## config.mk

```make
export PLATFORM = sky130hd
export DESIGN_NAME = nmea_gga_field_extractor
export DESIGN_NICKNAME = d
export VERILOG_FILES = /design/src/hdl/nmea_gga_pkg.sv /design/src/hdl/nmea_gga_field_extractor.sv
export SDC_FILE = /design/constraint.sdc
export NUM_CORES = 1
export LEC_CHECK = 0
export BUFFER_PORTS_ARGS = -buffer_cell sky130_fd_sc_hd__buf_2
export CORE_MARGIN = 2
export CORE_UTILIZATION = 56
export DETAILED_ROUTE_END_ITERATION = 8
export PLACE_DENSITY = 0.77
export SLEW_MARGIN = 40
export SYNTH_ARGS = -nofsm -noshare
export SYNTH_HDL_FRONTEND = slang
export SYNTH_SLANG_ARGS = --single-unit
```

## constraint.sdc

```tcl
create_clock -name clk -period 3.5 [get_ports clk]
set_clock_uncertainty 0.1 [all_clocks]
set_input_delay 0.35 -clock clk [delete_from_list [all_inputs] [get_ports clk]]
set_output_delay 0.35 -clock clk [all_outputs]
set_load 0.02 [all_outputs]
```

## src/hdl/nmea_gga_pkg.sv

```systemverilog
// Shared types, character codes and result codes for the GGA field extractor.
// Depends on nothing; the top level refers to it by scoped names.
package nmea_gga_pkg;

    // Longest sentence, counting the '$' but not the terminator
    localparam int MAX_SENTENCE_LEN = 1024;
    localparam int POS_W            = $clog2(MAX_SENTENCE_LEN + 1);

    typedef logic [POS_W-1:0] pos_t;
    typedef logic [2:0]       count_t;

    // Character codes
    localparam logic [7:0] CH_DOLLAR = 8'h24;
    localparam logic [7:0] CH_COMMA  = 8'h2C;
    localparam logic [7:0] CH_CR     = 8'h0D;
    localparam logic [7:0] CH_LF     = 8'h0A;
    localparam logic [7:0] CH_G      = 8'h47;
    localparam logic [7:0] CH_A      = 8'h41;

    // Sentence layout
    localparam int     HEADER_FIRST = 3;
    localparam int     HEADER_LAST  = 5;
    localparam int     HEADER_END   = 6;
    localparam count_t NO_FIX_RUN   = 3'd5;
    localparam count_t COMMA_MAX    = 3'd7;
    localparam count_t FIELD_FIRST  = 3'd1;
    localparam count_t FIELD_LAST   = 3'd5;

    typedef enum logic
    {
        KIND_FIELD   = 1'b0,
        KIND_VERDICT = 1'b1
    } kind_t;

    typedef enum logic [1:0]
    {
        VERDICT_ACCEPTED = 2'd0,
        VERDICT_NOT_GGA  = 2'd1,
        VERDICT_NO_FIX   = 2'd2,
        VERDICT_OVERFLOW = 2'd3
    } verdict_t;

endpackage

```

## src/hdl/nmea_gga_field_extractor.sv

```systemverilog
// Latency: a result is valid in the cycle after the byte that causes it is transferred.
// Throughput: one byte per cycle; a new byte is taken while the held result is taken.
// The only stall is a held result that the output side does not take.
// Reset (rst_n low, asynchronous) leaves the block outside any sentence with all
// sentence state cleared and no result pending.
// Depends on nmea_gga_pkg.
module nmea_gga_field_extractor
(
    input  logic       clk,
    input  logic       rst_n,
    input  logic       in_valid,
    output logic       in_ready,
    input  logic [7:0] rx_byte,
    output logic       out_valid,
    input  logic       out_ready,
    output logic       kind,
    output logic [2:0] field_number,
    output logic [7:0] field_char,
    output logic [1:0] verdict
);

    // Sentence state
    logic                in_sentence_reg, in_sentence_next;
    nmea_gga_pkg::pos_t  char_position_reg, char_position_next;
    nmea_gga_pkg::count_t comma_count_reg, comma_count_next;
    nmea_gga_pkg::count_t comma_run_reg, comma_run_next;
    logic                header_match_reg, header_match_next;
    logic                no_fix_seen_reg, no_fix_seen_next;
    logic                overflowed_reg, overflowed_next;

    // Result register
    logic                   out_valid_reg, out_valid_next;
    nmea_gga_pkg::kind_t    kind_reg, kind_next;
    logic [2:0]             field_number_reg, field_number_next;
    logic [7:0]             field_char_reg, field_char_next;
    nmea_gga_pkg::verdict_t verdict_reg, verdict_next;

    logic       accept;
    logic       emit;
    logic       header_bad;
    logic [7:0] header_char;

    // Take a byte whenever the result register is free or being emptied
    assign in_ready = !out_valid_reg || out_ready;
    assign accept   = in_valid && in_ready;

    // Expected header character at the current position
    assign header_char = (char_position_reg == nmea_gga_pkg::POS_W'(3)
                          || char_position_reg == nmea_gga_pkg::POS_W'(4))
                         ? nmea_gga_pkg::CH_G : nmea_gga_pkg::CH_A;
    assign header_bad  = char_position_reg >= nmea_gga_pkg::POS_W'(nmea_gga_pkg::HEADER_FIRST)
                         && char_position_reg <= nmea_gga_pkg::POS_W'(nmea_gga_pkg::HEADER_LAST)
                         && rx_byte != header_char;

    // Advance sentence state and build the result for one byte
    always_comb
    begin
        in_sentence_next   = in_sentence_reg;
        char_position_next = char_position_reg;
        comma_count_next   = comma_count_reg;
        comma_run_next     = comma_run_reg;
        header_match_next  = header_match_reg;
        no_fix_seen_next   = no_fix_seen_reg;
        overflowed_next    = overflowed_reg;
        emit               = 1'b0;
        kind_next          = nmea_gga_pkg::KIND_FIELD;
        field_number_next  = 3'd0;
        field_char_next    = 8'd0;
        verdict_next       = nmea_gga_pkg::VERDICT_ACCEPTED;

        if (accept)
        begin
            if (rx_byte == nmea_gga_pkg::CH_DOLLAR)
            begin
                // Open or restart a sentence
                in_sentence_next   = 1'b1;
                char_position_next = nmea_gga_pkg::POS_W'(1);
                comma_count_next   = '0;
                comma_run_next     = '0;
                header_match_next  = 1'b1;
                no_fix_seen_next   = 1'b0;
                overflowed_next    = 1'b0;
            end
            else if (in_sentence_reg)
            begin
                if (rx_byte == nmea_gga_pkg::CH_CR || rx_byte == nmea_gga_pkg::CH_LF)
                begin
                    // Close the sentence with its verdict
                    emit      = 1'b1;
                    kind_next = nmea_gga_pkg::KIND_VERDICT;
                    if (!header_match_reg
                        || char_position_reg < nmea_gga_pkg::POS_W'(nmea_gga_pkg::HEADER_END))
                        verdict_next = nmea_gga_pkg::VERDICT_NOT_GGA;
                    else if (overflowed_reg)
                        verdict_next = nmea_gga_pkg::VERDICT_OVERFLOW;
                    else if (no_fix_seen_reg)
                        verdict_next = nmea_gga_pkg::VERDICT_NO_FIX;
                    else
                        verdict_next = nmea_gga_pkg::VERDICT_ACCEPTED;
                    in_sentence_next   = 1'b0;
                    char_position_next = '0;
                    comma_count_next   = '0;
                    comma_run_next     = '0;
                    header_match_next  = 1'b1;
                    no_fix_seen_next   = 1'b0;
                    overflowed_next    = 1'b0;
                end
                else if (char_position_reg
                         >= nmea_gga_pkg::POS_W'(nmea_gga_pkg::MAX_SENTENCE_LEN))
                begin
                    // Drop bytes past the maximum length
                    overflowed_next = 1'b1;
                end
                else
                begin
                    char_position_next = char_position_reg + nmea_gga_pkg::POS_W'(1);
                    if (header_bad)
                        header_match_next = 1'b0;

                    if (rx_byte == nmea_gga_pkg::CH_COMMA)
                    begin
                        // Count commas and track runs of empty fields
                        if (comma_count_reg < nmea_gga_pkg::COMMA_MAX)
                            comma_count_next = comma_count_reg + 3'd1;
                        if (comma_run_reg < nmea_gga_pkg::NO_FIX_RUN)
                            comma_run_next = comma_run_reg + 3'd1;
                        if (comma_run_next >= nmea_gga_pkg::NO_FIX_RUN)
                            no_fix_seen_next = 1'b1;
                    end
                    else
                    begin
                        comma_run_next = '0;
                        // Emit characters of fields one to five
                        if (header_match_next
                            && char_position_reg
                               >= nmea_gga_pkg::POS_W'(nmea_gga_pkg::HEADER_END)
                            && comma_count_reg >= nmea_gga_pkg::FIELD_FIRST
                            && comma_count_reg <= nmea_gga_pkg::FIELD_LAST)
                        begin
                            emit              = 1'b1;
                            field_number_next = comma_count_reg - 3'd1;
                            field_char_next   = rx_byte;
                        end
                    end
                end
            end
        end

        // Hold the result until transferred
        if (emit)
            out_valid_next = 1'b1;
        else if (out_ready)
            out_valid_next = 1'b0;
        else
            out_valid_next = out_valid_reg;
    end

    // Control state
    always_ff @(posedge clk or negedge rst_n)
    begin
        if (!rst_n)
        begin
            in_sentence_reg   <= 1'b0;
            char_position_reg <= '0;
            comma_count_reg   <= '0;
            comma_run_reg     <= '0;
            header_match_reg  <= 1'b1;
            no_fix_seen_reg   <= 1'b0;
            overflowed_reg    <= 1'b0;
            out_valid_reg     <= 1'b0;
        end
        else
        begin
            in_sentence_reg   <= in_sentence_next;
            char_position_reg <= char_position_next;
            comma_count_reg   <= comma_count_next;
            comma_run_reg     <= comma_run_next;
            header_match_reg  <= header_match_next;
            no_fix_seen_reg   <= no_fix_seen_next;
            overflowed_reg    <= overflowed_next;
            out_valid_reg     <= out_valid_next;
        end
    end

    // Result payload, loaded only with a new result
    always_ff @(posedge clk)
    begin
        if (emit)
        begin
            kind_reg         <= kind_next;
            field_number_reg <= field_number_next;
            field_char_reg   <= field_char_next;
            verdict_reg      <= verdict_next;
        end
    end

    assign out_valid    = out_valid_reg;
    assign kind         = kind_reg;
    assign field_number = field_number_reg;
    assign field_char   = field_char_reg;
    assign verdict      = verdict_reg;

    // Position never runs past the maximum length
    assert property (@(posedge clk) disable iff (!rst_n)
        char_position_reg <= nmea_gga_pkg::POS_W'(nmea_gga_pkg::MAX_SENTENCE_LEN))
        else $error("char_position past maximum sentence length");

    // Outside a sentence the position, comma count, overflow and no-fix flags are clear
    assert property (@(posedge clk) disable iff (!rst_n)
        !in_sentence_reg |-> (char_position_reg == '0 && comma_count_reg == '0
                              && !overflowed_reg && !no_fix_seen_reg))
        else $error("sentence state not clear outside a sentence");

    // A '$' transfer opens a sentence at position one
    assert property (@(posedge clk) disable iff (!rst_n)
        (accept && rx_byte == nmea_gga_pkg::CH_DOLLAR)
        |=> (in_sentence_reg && char_position_reg == nmea_gga_pkg::POS_W'(1)))
        else $error("dollar did not open a sentence");

    // Field results carry a field number of at most four and no verdict
    assert property (@(posedge clk) disable iff (!rst_n)
        (out_valid_reg && kind_reg == nmea_gga_pkg::KIND_FIELD)
        |-> (field_number_reg <= 3'd4 && verdict_reg == nmea_gga_pkg::VERDICT_ACCEPTED))
        else $error("malformed field result");

    // Comma run saturates at the no-fix length
    assert property (@(posedge clk) disable iff (!rst_n)
        comma_run_reg <= nmea_gga_pkg::NO_FIX_RUN)
        else $error("comma run past saturation");

endmodule
```

==> summary.txt <==
Timing
  • Setup slack after layout: 926.3 ps
  • Timing-limited maximum frequency: roughly 0.39 GHz
  • Fin. max-slew vios: 0
  • Slew of the pin with the lowest slew margin: slightly below 800 ps
  • RSZ-0062 raised after global routing: no
  • Hold Slack: 220.6 ps
  • Worst slew margin relative to its limit: 0.4761
  • Final setup violation count: 0
  • Share of the cycle needed by the critical path after routing: 0.7354
  • Final TNS setup: 0 ps
  • Fin. Hold Viols: 0
  • Minimum clock period: 2574 ps

Yosys
  • Post-Synthesis Mean Instance Area: 9.940 um^2
  • Flop and latch count out of synthesis: 36
  • Area share of the largest cell type after synthesis: 0.2657
  • Primary FF master, synth: sky130_fd_sc_hd__dfrtp_1
  • Number of warnings issued by yosys: 0
  • Netlist area before placement: 1978 um^2
  • Number of synthesized flops with an enable pin: 14
  • Top-count cell post-synth: sky130_fd_sc_hd__dfrtp_1
  • Async set-reset flop share out of synthesis: 0.6111
  • Mapped Cells: 199
  • Top cells by count, synth: 21 x sky130_fd_sc_hd__dfrtp_1, 18 x sky130_fd_sc_hd__nand2_1, 15 x sky130_fd_sc_hd__nor2_1, 15 x sky130_fd_sc_hd__o21ai_0, 14 x sky130_fd_sc_hd__edfxtp_1
  • Share of the yosys chip area belonging to registers: 0.4915
  • Cell taking the most area after synthesis: sky130_fd_sc_hd__dfrtp_1
  • Number of nets produced by synthesis: between 200 and 250
  • Cell types with the largest area share after synthesis: sky130_fd_sc_hd__dfrtp_1 27%, sky130_fd_sc_hd__edfxtp_1 21%, sky130_fd_sc_hd__ha_1 4.4%
  • Distinct cell type count of the synthesized netlist: 49

Placed design
  • Placement Setup Slack: 748.6 ps
  • Final weighted congestion in routability-driven placement: 0.8547
  • Cell Count Post-Placement: 269
  • Placement-stage cell area: 2167 um^2
  • Half-perimeter wire length after placement: approximately 3200 um
  • # port buffers: 27

Routing
  • DR DRC count: 0
  • Detailed router's first-iteration violation count: 126
  • Final wirelength: 4290 um
  • DR pass1 iterations: 4
  • Via density per instance: 5.914
  • Routed vias: 1,644
  • Wire length per cell after detailed routing: 15.43 um
  • Count of antenna-violating nets left after detailed routing: 0

Worst hold path
  • Classification of the worst-slack hold path: input port to register
  • Origin of the worst min-delay path: rx_byte[6]
  • Hold Path Stages: 2
  • Hold EP: field_char[6]

Pwr
  • VDD IR-drop max: between 0.2 and 0.25 mV
  • Reported leakage power: 0.9977 nW
  • Power density cells: 440.4 nW/um^2

Clocking
  • CTS Hold Buffers Added: 1
  • CTS sink count: 36
  • Largest buffer count on any clock path: 2
  • Setup fix buffers added after clock tree synthesis: 0
  • Post-CTS clock slew at the launch and capture registers of the worst setup and hold paths: 110 ps
  • Level count of the clock H-tree: 2
  • TritonCTS clock tree: yes
  • Number of clock buffers inserted by TritonCTS: 5
  • Clock root cell: sky130_fd_sc_hd__clkbuf_4
  • Clock latency on the worst-skew pair: between 300 and 400 ps
  • CTS-repair resized insts: 0

Floorplan
  • Floorplan die height: 63.44 um
  • Core outline area: 3363 um^2
  • Starting Density: 0.5882
  • Width of the die: 63.44 um
  • Area enclosed by the die boundary: 4024 um^2
  • Count of standard-cell rows: 21
  • Num ports: 28

GRT
  • Maximum number of pins on one net before global-route repair: 23
  • Number of global-route vias before repair: roughly 1,600
  • Initial antenna violation count: 0
  • Global-route wire length before repair: 7251 um
  • Global route overflow: 0
  • Combined global-route utilization of all metal layers: 0.2343

Worst setup path
  • Slowest cell on crit path: sky130_fd_sc_hd__a21oi_2
  • Crit path required time: 3380 ps
  • CP Launch Type: register
  • Maximum cell stage delay along the critical path: just under 600 ps
  • Capturing point of the worst reg2reg path: verdict[0]
  • Series of cell instances along the critical path: inv_1, ha_1, mux2i_1, mux2i_1, a211o_1, nand2_1, a21oi_2
  • Nature of the critical path endpoint: register
  • Reg2Reg Setup Slack: 930 ps
  • Cells on worst reg2reg path: 7
  • Crit path max fanout: 14
  • Family of cells with the greatest summed delay on the critical path: compound AO/OA/AOI/OAI gates
  • Critical Setup Path Class: register to register
  • CP Data Arrival Time: roughly 2500 ps
  • Bufs and invs on worst path: 1
  • Most common cell on crit path: sky130_fd_sc_hd__mux2i_1
  • Launch point of the worst reg-to-reg path: char_position_reg[0]

Final layout
  • Total of fill cells in the finished design: 294
  • Post-Layout Inst Area: 2253 um^2
  • Finished Layout Cells: 278
  • Footprint of the multi-input gates: 957.2 um^2
  • Sequential cell area: between 900 and 1000 um^2
  • Flip-flop count of the largest register after layout: 11
  • Count of antenna diodes in the layout: 0
  • Nets@finish: 250
  • Area Overhead vs Synth: 13.92%
  • Layout cell share with drive strength beyond 1: 0.1810

Run
  • MaxCap Viol Count: 0

Status
  • Result of the run: completed
==> worst max path at each step <==
stage | startpoint | end | slack (ps) | depth (start not counted)
after floorplan | char_position_reg[2] | field_char[0] | 970 | 6
after global placement | char_position_reg[0] | field_char[1] | 690 | 6
after detailed placement | rx_byte[6] | char_position_reg[7] | 750 | 6
after CTS | char_position_reg[0] | field_number[0] | 950 | 7
after global routing | char_position_reg[0] | verdict[1] | 740 | 7
final | char_position_reg[0] | verdict[0] | 930 | 7
==> cell usage in the layout (no fill, tap or decap), drive strengths merged, types with 3 or more instances in the layout <==
master	netlist	final
a21oi	13	13
a31oi	3	3
and2	12	12
buf	1	28
clkbuf	3	6
dfrtp	21	21
edfxtp	14	14
ha	7	7
inv	10	10
nand2	18	18
nand2b	4	4
nand3	6	6
nor2	15	15
nor3	7	7
nor4	4	4
o21ai	15	15
or3	3	3
==> metrics by stage <==
stage,power (mW),utilization
final,0.9923,0.6700
after global routing,1.053,0.6700
after CTS,1.002,0.6700
after detailed placement,0.7143,0.6443
after global placement,0.6984,0.6432
after floorplan,0.6512,-
==> metal layers <==
metal  up-vias  wire length [um]  GRT usage  share of wire
met2        59              2085     0.3908           0.49
met1       773              1813     0.2906           0.42
met3         9               271    0.05179          0.063
li1        803                 -          -              -
met5         -                 0          0              0
met4         0               120     0.1060          0.028
==> cell type report <==
cell class,instances,area share
clock buffers,6,0.01832
clock inverters,2,0.01555
inverters,10,0.01666
multi-input cells,149,0.4248
flip-flops and latches,36,0.4314
well taps,46,0.02554
repair buffers,29,0.06774
==> cell families (layout without fill, tap and decap cells) <==
family	count (synthesis)	count (layout)	share of synthesized area
xor+xnor	1	1	0.004428
buf+inv	14	47	0.02657
mux	2	2	0.01012
compound gates	54	54	0.1853
simple gates	85	85	0.2378
fa+ha+maj	7	7	0.04427
flops	36	36	0.4915
==> worst reg2reg max path: stages (launching register included) <==
cell                      delay (ps)
sky130_fd_sc_hd__dfrtp_1         480
sky130_fd_sc_hd__inv_1           100
sky130_fd_sc_hd__ha_1            200
sky130_fd_sc_hd__mux2i_1         220
sky130_fd_sc_hd__mux2i_1         240
sky130_fd_sc_hd__a211o_1         190
sky130_fd_sc_hd__nand2_1          90
sky130_fd_sc_hd__a21oi_2         590
==> power by group <==
group / total, mW / internal, mW / switching (mW) / leakage [nW]
clock: 0.285 / 0.150 / 0.135 / 0.0422
combinational: 0.193 / 0.0828 / 0.110 / 0.501
sequential: 0.515 / 0.466 / 0.0493 / 0.454
total: 0.992 / 0.698 / 0.294 / 0.998
(Power assumes the default switching activity.)
